--- src/sv/b2d_pkg.sv ---
// Shared constants for the binary to decimal ASCII converter.
// No dependencies; the interfaces and the top level import it.
package b2d_pkg;

  // Fixed field widths of the channels.
  localparam int VALUE_BITS   = 64;
  localparam int CHAR_BITS    = 6;

  // Default parameter values.
  localparam int VALUE_WIDTH_DEF = 64;
  localparam int MAX_DIGITS_DEF  = 20;

  // Upper two bits of ASCII '0' through '9' after masking to six bits.
  localparam logic [1:0] ASCII_DIGIT_HI = 2'b11;

  // Digit threshold and correction of the shift-add-3 step.
  localparam logic [3:0] BCD_ADJ_MIN = 4'd5;
  localparam logic [3:0] BCD_ADJ     = 4'd3;

endpackage

--- src/sv/b2d_if.sv ---
// Valid/ready channel interfaces for the input value and the output digits.
// Depends on b2d_pkg for the field widths.
interface b2d_in_if;
  import b2d_pkg::*;

  logic                  valid;
  logic                  ready;
  logic [VALUE_BITS-1:0] value;

  modport source (output valid, output value, input ready);
  modport sink   (input valid, input value, output ready);
endinterface

interface b2d_out_if;
  import b2d_pkg::*;

  logic                 valid;
  logic                 ready;
  logic [CHAR_BITS-1:0] digit_char;
  logic                 last_digit;

  modport source (output valid, output digit_char, output last_digit, input ready);
  modport sink   (input valid, input digit_char, input last_digit, output ready);
endinterface

--- src/sv/binary_to_decimal_ascii.sv ---
// Binary to decimal ASCII converter. The shift-add-3 conversion takes one input
// bit per cycle; then the leading zeros are dropped and the digits are loaded,
// one per cycle while the receiver takes them, into the output register. A new
// value is accepted only in idle, after the last digit of the previous one has
// been loaded. Receiver stalls hold up the digit output.
// Reset (rst, synchronous) returns to idle and drops any pending output digit.
module binary_to_decimal_ascii #(
  parameter int VALUE_WIDTH = b2d_pkg::VALUE_WIDTH_DEF,
  parameter int MAX_DIGITS  = b2d_pkg::MAX_DIGITS_DEF
) (
  input logic         clk,
  input logic         rst,
  b2d_in_if.sink      in_ch,
  b2d_out_if.source   out_ch
);
  import b2d_pkg::*;

  localparam int BCD_BITS = 4 * MAX_DIGITS;
  localparam int BCNT_W   = $clog2(VALUE_WIDTH + 1);
  localparam int DCNT_W   = $clog2(MAX_DIGITS + 1);

  typedef enum logic [1:0] {
    ST_IDLE,
    ST_CONV,
    ST_SKIP,
    ST_EMIT
  } state_t;

  state_t                 state;
  logic [VALUE_WIDTH-1:0] bin;
  logic [BCD_BITS-1:0]    bcd;
  logic [BCD_BITS-1:0]    bcd_adj;
  logic                   ovf;
  logic [BCNT_W-1:0]      bcnt;
  logic [DCNT_W-1:0]      dcnt;
  logic                   out_valid;
  logic [3:0]             out_digit;
  logic                   out_last;
  logic [3:0]             top_digit;
  logic                   out_free;

  // Add 3 to every BCD digit of 5 or more before the next left shift.
  always_comb begin
    for (int i = 0; i < MAX_DIGITS; i++) begin
      if (bcd[4*i +: 4] >= BCD_ADJ_MIN) begin
        bcd_adj[4*i +: 4] = bcd[4*i +: 4] + BCD_ADJ;
      end else begin
        bcd_adj[4*i +: 4] = bcd[4*i +: 4];
      end
    end
  end

  assign top_digit = bcd[BCD_BITS-1 -: 4];
  assign out_free  = !out_valid || out_ch.ready;

  // Handshake and payload outputs.
  assign in_ch.ready       = (state == ST_IDLE);
  assign out_ch.valid      = out_valid;
  assign out_ch.digit_char = {ASCII_DIGIT_HI, out_digit};
  assign out_ch.last_digit = out_last;

  // Sequencer: load, convert bit by bit, drop leading zeros, emit digits.
  always_ff @(posedge clk) begin
    if (rst) begin
      state     <= ST_IDLE;
      out_valid <= 1'b0;
    end else begin
      // In the emit state the output register is reloaded below instead.
      if (out_valid && out_ch.ready && state != ST_EMIT) begin
        out_valid <= 1'b0;
      end
      case (state)
        ST_IDLE: begin
          if (in_ch.valid) begin
            bin   <= in_ch.value[VALUE_WIDTH-1:0];
            bcd   <= '0;
            ovf   <= 1'b0;
            bcnt  <= BCNT_W'(VALUE_WIDTH);
            dcnt  <= DCNT_W'(MAX_DIGITS);
            state <= ST_CONV;
          end
        end
        ST_CONV: begin
          // A one shifted out of the top digit means the number has more
          // digits than fit; then every kept digit is emitted.
          ovf  <= ovf | bcd_adj[BCD_BITS-1];
          bcd  <= {bcd_adj[BCD_BITS-2:0], bin[VALUE_WIDTH-1]};
          bin  <= {bin[VALUE_WIDTH-2:0], 1'b0};
          bcnt <= bcnt - 1'b1;
          if (bcnt == BCNT_W'(1)) begin
            state <= ST_SKIP;
          end
        end
        ST_SKIP: begin
          // Drop leading zeros, always keeping the final digit.
          if (!ovf && top_digit == 4'd0 && dcnt != DCNT_W'(1)) begin
            bcd  <= {bcd[BCD_BITS-5:0], 4'd0};
            dcnt <= dcnt - 1'b1;
          end else begin
            state <= ST_EMIT;
          end
        end
        ST_EMIT: begin
          if (out_free) begin
            out_valid <= 1'b1;
            out_digit <= top_digit;
            out_last  <= (dcnt == DCNT_W'(1));
            bcd       <= {bcd[BCD_BITS-5:0], 4'd0};
            dcnt      <= dcnt - 1'b1;
            if (dcnt == DCNT_W'(1)) begin
              state <= ST_IDLE;
            end
          end
        end
        default: begin
          state <= ST_IDLE;
        end
      endcase
    end
  end

endmodule

--- src/flat_wrapper.sv ---
// flat-port wrapper written by rule: the top's interface ports become plain ports
module binary_to_decimal_ascii_flat import b2d_pkg::*;
#(
  parameter int VALUE_WIDTH = b2d_pkg::VALUE_WIDTH_DEF,
  parameter int MAX_DIGITS  = b2d_pkg::MAX_DIGITS_DEF
)
  (clk, rst, in_ch_valid, in_ch_value, in_ch_ready, out_ch_valid, out_ch_digit_char, out_ch_last_digit, out_ch_ready);
  b2d_in_if in_ch_i ();
  b2d_out_if out_ch_i ();
  input logic clk;
  input logic rst;
  input wire logic [$bits(in_ch_i.valid)-1:0] in_ch_valid;
  input wire logic [$bits(in_ch_i.value)-1:0] in_ch_value;
  output wire logic [$bits(in_ch_i.ready)-1:0] in_ch_ready;
  output wire logic [$bits(out_ch_i.valid)-1:0] out_ch_valid;
  output wire logic [$bits(out_ch_i.digit_char)-1:0] out_ch_digit_char;
  output wire logic [$bits(out_ch_i.last_digit)-1:0] out_ch_last_digit;
  input wire logic [$bits(out_ch_i.ready)-1:0] out_ch_ready;
  assign in_ch_i.valid = in_ch_valid;
  assign in_ch_i.value = in_ch_value;
  assign in_ch_ready = in_ch_i.ready;
  assign out_ch_valid = out_ch_i.valid;
  assign out_ch_digit_char = out_ch_i.digit_char;
  assign out_ch_last_digit = out_ch_i.last_digit;
  assign out_ch_i.ready = out_ch_ready;
  binary_to_decimal_ascii #(.VALUE_WIDTH(VALUE_WIDTH), .MAX_DIGITS(MAX_DIGITS)) u_core (.clk(clk), .rst(rst), .in_ch(in_ch_i), .out_ch(out_ch_i));
endmodule
--- config.mk ---
export PLATFORM = sky130hd
export DESIGN_NAME = binary_to_decimal_ascii_flat
export DESIGN_NICKNAME = d
export VERILOG_FILES = /design/src/sv/b2d_pkg.sv /design/src/sv/b2d_if.sv /design/src/sv/binary_to_decimal_ascii.sv /design/src/flat_wrapper.sv
export SDC_FILE = /design/constraint.sdc
export NUM_CORES = 1
export LEC_CHECK = 0
export BUFFER_PORTS_ARGS = -buffer_cell sky130_fd_sc_hd__buf_2
export CORE_MARGIN = 2
export CORE_UTILIZATION = 54
export DETAILED_ROUTE_END_ITERATION = 6
export GPL_TIMING_DRIVEN = 0
export PLACE_DENSITY = 0.76
export SYNTH_ARGS = -nofsm -noshare
export SYNTH_HDL_FRONTEND = slang
export SYNTH_SLANG_ARGS = --single-unit
--- constraint.sdc ---
create_clock -name clk -period 8.42 [get_ports clk]
set_clock_uncertainty 0.1 [all_clocks]
set_input_delay 0.421 -clock clk [delete_from_list [all_inputs] [get_ports clk]]
set_output_delay 0.421 -clock clk [all_outputs]
set_load 0.01 [all_outputs]
==> Word-level counts from Yosys, hierarchy flattened <==
Index checks and enable logic that the tools add are counted.
{ "classes": {"n_addsub": 22, "magnitude_cmp": 20, "mul": 0, "reduce_logical": 16, "shifts": 0, "bitwise": 2, "n_eq_ne": 13, "div_mod_pow": 0, "muxes": 43} }
{ "ops": {"columns": ["cell", "n"], "rows": [
  ["80-bit one-hot mux with 4 select lines", 1],
  ["80-bit 2-to-1 mux", 3],
  ["64-bit one-hot mux with 2 select lines", 1],
  ["4-bit by 2-bit adder with 4-bit output, second input constant", 20],
  ["4-bit by 3-bit >= comparator with 1-bit output, second input constant", 20],
  ["4-bit 2-to-1 mux", 20],
  ["64-bit 2-to-1 mux", 1],
  ["5-bit 2-to-1 mux", 3],
  ["5-bit one-hot mux with 3 select lines", 1],
  ["7-bit one-hot mux with 2 select lines", 1],
  ["2-bit 2-to-1 mux", 5],
  ["5-bit AND reduction", 2],
  ["2-bit by 1-bit inequality test with 1-bit output, second input constant", 4],
  ["2-bit one-hot mux with 4 select lines", 1],
  ["7-bit by 1-bit equality test with 1-bit output, second input constant", 1],
  ["7-bit 2-to-1 mux", 1],
  ["7-bit by 1-bit subtractor with 7-bit output, second input constant", 1],
  ["2-bit inequality test, second input constant", 3],
  ["3-bit AND reduction", 2],
  ["5-bit by 1-bit equality test with 1-bit output, second input constant", 1],
  ["5-bit by 1-bit inequality test with 1-bit output, second input constant", 1],
  ["5-bit by 1-bit subtractor with 5-bit output, second input constant", 1],
  ["2-bit equality test, second input constant", 2],
  ["1-bit logical AND", 4],
  ["other kinds (12)", 16]
]} }
{ "word_totals": {"regBits": 165, "romBits": 0, "latch_bits": 0, "ramBits": 0, "mem_count": 0, "word_cells": 125} }

==> Logic depth before layout (Yosys ltp) <==
{ "depth": {"depth_word": 5, "ltp_mapped": 8, "depth_no_buf": 6} }

==> Worst setup path before layout <==
OpenSTA, ideal clock, no wires.
{ "synth_path": {"path_type": "reg-to-reg", "startpoint": "reg u_core.bcd[76]", "endpoint": "reg u_core.dcnt[0], enable pin", "setup_time_ps": 320, "synth_period_minus_slack_ps": 8171, "n_path_buf": 0, "path_stages_with_launch": 7, "path_slack_ps": 249, "arrival_ps": 7750, "path_cell_list": "edfxtp_1 -> inv_1 -> ha_1 -> nor4b_1 -> nand2_1 -> a211oi_1 -> o31a_1"} }
{ "synth_via": {"elab_chain_cells": 5} }
{ "synth_lines": {"columns": ["element", "line_no", "rtl"], "rows": [
  ["from (decl)", "binary_to_decimal_ascii.sv:31", "logic [BCD_BITS-1:0] bcd;"],
  ["from (signal assigned)", "binary_to_decimal_ascii.sv:87", "bcd <= {bcd_adj[BCD_BITS-2:0], bin[VALUE_WIDTH-1]};"],
  ["from (signal assigned)", "binary_to_decimal_ascii.sv:97", "bcd <= {bcd[BCD_BITS-5:0], 4'd0};"],
  ["from (signal assigned)", "binary_to_decimal_ascii.sv:108", "bcd <= {bcd[BCD_BITS-5:0], 4'd0};"],
  ["4-bit zero test", "binary_to_decimal_ascii.sv:96", "if (!ovf && top_digit == 4'd0 && dcnt != DCNT_W'(1)) begin"],
  ["1-bit logical AND (2 in a row)", "binary_to_decimal_ascii.sv:96", null],
  ["2-bit by 1-bit inequality test with 1-bit output (no line)", null, null],
  ["5-bit AND reduction (no line)", null, null],
  ["to (signal assigned)", "binary_to_decimal_ascii.sv:79", "dcnt <= DCNT_W'(MAX_DIGITS);"],
  ["to (signal assigned)", "binary_to_decimal_ascii.sv:98", "dcnt <= dcnt - 1'b1;"],
  ["to (signal assigned)", "binary_to_decimal_ascii.sv:109", "dcnt <= dcnt - 1'b1;"],
  ["to (decl)", "binary_to_decimal_ascii.sv:35", "logic [DCNT_W-1:0] dcnt;"]
]} }
Every way passes these cells.
A chain may end at the register's enable or synchronous reset.

==> Final worst setup path <==
{ "layout_path": {"startpoint": "reg u_core.state[0]", "endpoint": "reg u_core.bin[43], enable pin"} }
{ "layout_via": {"elab_chain_cells": 3, "elab_cells_between_ends": 5, "classes_between": "2 x eq/ne; 3 x reduce/logical"} }
{ "layout_lines": {"columns": ["element", "line_no", "rtl"], "rows": [
  ["from (decl)", "binary_to_decimal_ascii.sv:29", "state_t state;"],
  ["from (signal assigned)", "binary_to_decimal_ascii.sv:65", "state <= ST_IDLE;"],
  ["from (signal assigned)", "binary_to_decimal_ascii.sv:80", "state <= ST_CONV;"],
  ["from (signal assigned)", "binary_to_decimal_ascii.sv:91", "state <= ST_SKIP;"],
  ["2-bit by 1-bit equality test with 1-bit output or 2-bit zero test (tied branches)", "binary_to_decimal_ascii.sv:72", "case (state)"],
  ["2-bit nonzero test (no line) or 2-bit inequality test (tied branches)", null, null],
  ["3-bit AND reduction (no line) *", null, null],
  ["to (signal assigned)", "binary_to_decimal_ascii.sv:75", "bin <= in_ch.value[VALUE_WIDTH-1:0];"],
  ["to (signal assigned)", "binary_to_decimal_ascii.sv:88", "bin <= {bin[VALUE_WIDTH-2:0], 1'b0};"],
  ["to (decl)", "binary_to_decimal_ascii.sv:30", "logic [VALUE_WIDTH-1:0] bin;"]
]} }
Every way passes the cells marked *; elsewhere a longest branch is shown, timed or not.

==> impl_metrics.py <==
metrics = {
    "run_status": {
        "status": "finished clean",
    },
    "place": {
        "routabilityCongestion": 0.8838,
        "placed_area_sq_um": 9646,
        "io_buffers": 74,
        "dp_hpwl_um": 12790,
        "pre_cts_slack_ns": 5.076,
        "dp.cells": 1008,
    },
    "logic_synthesis": {
        "synth_cells": 710,
        "synth.avg_cell_area_sq_um": 12.45,
        "synth_top_area_cell": "edfxtp_1",
        "async_reset_ff_share_pct": 0,
        "synth_seq_cells": 165,
        "synth_cell_types": 42,
        "yosys_warnings": 0,
        "synthFlopType": "edfxtp_1",
        "syn_area_sq_um": 8842,
        "yosysSeqAreaShare_pct": 55.70,
        "synth_top_area_share_pct": 55.02,
        "synth_edf_count": 162,
        "synthTopCellsByArea": "edfxtp_1, mux2_2, ha_1",
    },
    "sta": {
        "timing.final.crit_share_pct": 39.83,
        "finalSetupTns_ns": 0,
        "hold_violations": 0,
        "drv_slew": 0,
        "setup_viol": 0,
        "clock.fmax_mhz": 298.2,
        "whs_ns": 0.1757,
        "rsz0062_at_grt": "false",
        "tightest_slew_ns": 0.8063,
        "period_needed_ns": 3.353,
        "fin_ws_ns": 5.067,
        "maxSlewHeadroom_pct": 46.07,
    },
    "finish": {
        "syn_to_final_growth_pct": 15.69,
        "fill_cells": 1209,
        "post-route-util_pct": 64.17,
        "antenna_cells": 0,
        "stdcell_count": 1040,
        "final_nets": 928,
        "drive_gt1_share_pct": 26.09,
        "fin_area_sq_um": 10230,
    },
    "clock_tree": {
        "cts_buffers": 17,
        "path_clk_slew_ns": 0.07,
        "post_cts_buffers": 0,
        "cts-root-buf": "clkbuf_16",
        "clock-sinks": 165,
        "cts_hold_buf": 0,
        "cts_tree": "built",
        "cts_repair_resize_count": 0,
        "cts_max_level": 4,
        "clockBufferDepth": 2,
        "insertion_delay_ns": 0.43,
    },
    "die": {
        "die_h_um": 132.0,
        "fp.coreArea_sq_um": 15940,
        "boundaryPins": 77,
        "num_rows": 46,
        "die-area_sq_um": 17410,
        "start_util_pct": 55.46,
        "die_w_um": 132.0,
    },
    "route": {
        "drc": 0,
        "drt_pre_antenna_iters": 6,
        "drt_wl_total_um": 18330,
        "antenna_left": 0,
        "routedWlPerCell_um": 17.62,
        "drt_iter0_markers": 564,
        "avgViaCountPerCell": 5.749,
        "vias": 5979,
    },
    "grt": {
        "grt_pass1_vias": 6170,
        "grt_max_degree": 31,
        "grt_pass1_wl_um": 29840,
        "grt.total_usage_pct": 21.53,
        "antenna_found_initial": 0,
        "grt-ovfl-total": 0,
    },
    "run": {
        "cap_violations": 0,
    },
    "critical_path": {
        "worst-path-max-fanout": 30,
        "cp-end-kind": "register",
        "critPathArrivalTime_ns": 3.39,
        "path_class": "reg -> reg",
        "cp.required_ns": 8.46,
        "startpoint_type": "register",
    },
    "pwr": {
        "leakage_nw": 3.800,
        "power.density_nw_per_um2": 311.2,
        "power_mw": 3.184,
        "max-vdd-ir-drop_mv": 0.2030,
    },
    "min_path": {
        "hold_path_class": "in -> reg",
    },
}
==> layout make-up <==
type                       instances  area, sq um  share of cell area, %
sequential                       165         4925                  48.14
multi-input combinational        464         3607                  35.26
timing repair buffer              81        505.5                  4.941
clock buffer                      17        425.4                  4.159
tap                              216        270.3                  2.642
inverter                          55        206.4                  2.018
clock inverter                    15        158.9                  1.553
buffer                            27        131.4                  1.284
==> cell usage after synthesis (all sizes together) (2+ instances only) <==
| cell | instances |
|---|---|
| nor2 | 14 |
| xor2 | 15 |
| nor3 | 5 |
| nand2b | 25 |
| a21oi | 46 |
| nor2b | 5 |
| a22o | 2 |
| dfxtp | 3 |
| o41a | 3 |
| o32ai | 13 |
| xnor2 | 23 |
| ha | 49 |
| o31a | 4 |
| nor3b | 23 |
| a211oi | 2 |
| mux2i | 2 |
| o22ai | 28 |
| o21ai | 55 |
| edfxtp | 162 |
| o41ai | 3 |
| nand2 | 44 |
| and2 | 4 |
| buf | 17 |
| clkbuf | 10 |
| a21o | 3 |
| mux2 | 82 |
| inv | 55 |
| and3b | 2 |
==> placed cells by master (no fill, tap or decap), types with 3 or more instances in the layout <==
cell type  instances
dfxtp_1            3
buf_8              4
and2_1             4
o21ai_0           55
inv_8              5
ha_1              49
nor2_1            14
clkbuf_1          10
inv_6              6
o41ai_1            3
o22ai_1           28
nand2b_1          25
o32ai_1           13
xor2_1            15
mux2_2            82
xnor2_1           23
inv_1             55
o41a_1             3
nor3b_1           23
edfxtp_1         162
a21oi_1           45
clkbuf_16         17
a21o_1             3
nor2b_1            5
buf_2             86
nor3_1             5
o31a_1             4
nand2_1           44
==> final timing paths <==
| kind | startpoint | end | slack [ns] | cells past startpoint |
|---|---|---|---|---|
| hold / removal | in_ch_value[0] | u_core.bin[0]$_SDFFCE_PP0P_ | 0.18 | 2 |
| setup / recovery | u_core.state[0]$_SDFFE_PP0P_ | u_core.bin[43]$_DFFE_PP_ | 5.07 | 8 |
| setup reg to reg | u_core.state[0]$_SDFFE_PP0P_ | u_core.bin[43]$_DFFE_PP_ | 5.07 | 8 |
| hold reg to reg | u_core.bcd[77]$_DFFE_PP_ | u_core.out_digit[1]$_DFFE_PP_ | 0.40 | 0 |
==> sequential cells by signal, indices dropped and copies added, names as in the netlist <==
register,count
u_core.bcd,80
u_core.bin,64
u_core.bcnt,7
u_core.dcnt,5
u_core.out_digit,4
u_core.state,2
u_core.out_ch.last_digit,1
u_core.out_ch.valid,1
u_core.ovf,1
==> worst max-delay path: stages (launching register included) <==
cell	delay [ns]
dfxtp_1	0.40
inv_1	0.08
ha_1	0.31
nand2b_1	0.31
buf_2	0.28
buf_1	0.38
a21oi_4	0.67
buf_12	0.29
buf_16	0.20
==> cells by family (layout without fill, tap and decap cells) <==
family | count (synthesis) | after routing | share of synthesized area, %
AO/OA/AOI/OAI | 163 | 163 | 11.24
other | 1 | 2 | 0.04241
buffers and inverters | 82 | 195 | 3.821
adder cells (fa/ha/maj) | 49 | 49 | 6.934
AND/OR/NAND/NOR | 128 | 128 | 7.839
XOR/XNOR | 38 | 38 | 3.764
multiplexers | 84 | 84 | 10.67
flip-flops | 165 | 165 | 55.70
==> where the power goes <==
part	internal [mW]	leakage [nW]	switching, mW
Clock	0.422	0.285	0.358
Sequential	1.20	1.57	0.135
Combinational	0.474	1.95	0.592
Total	2.10	3.80	1.08
==> metal layers <==
layer / GRT usage, % / up-vias / part of all wire (%)
li1: - / 2833 / -
met1: 26.37 / 2896 / 41
met2: 36.43 / 216 / 50
met3: 5.459 / 34 / 6.4
met4: 8.877 / 0 / 2.2
met5: 0 / - / 0
Note: power is estimated with default switching activity, not from simulation.
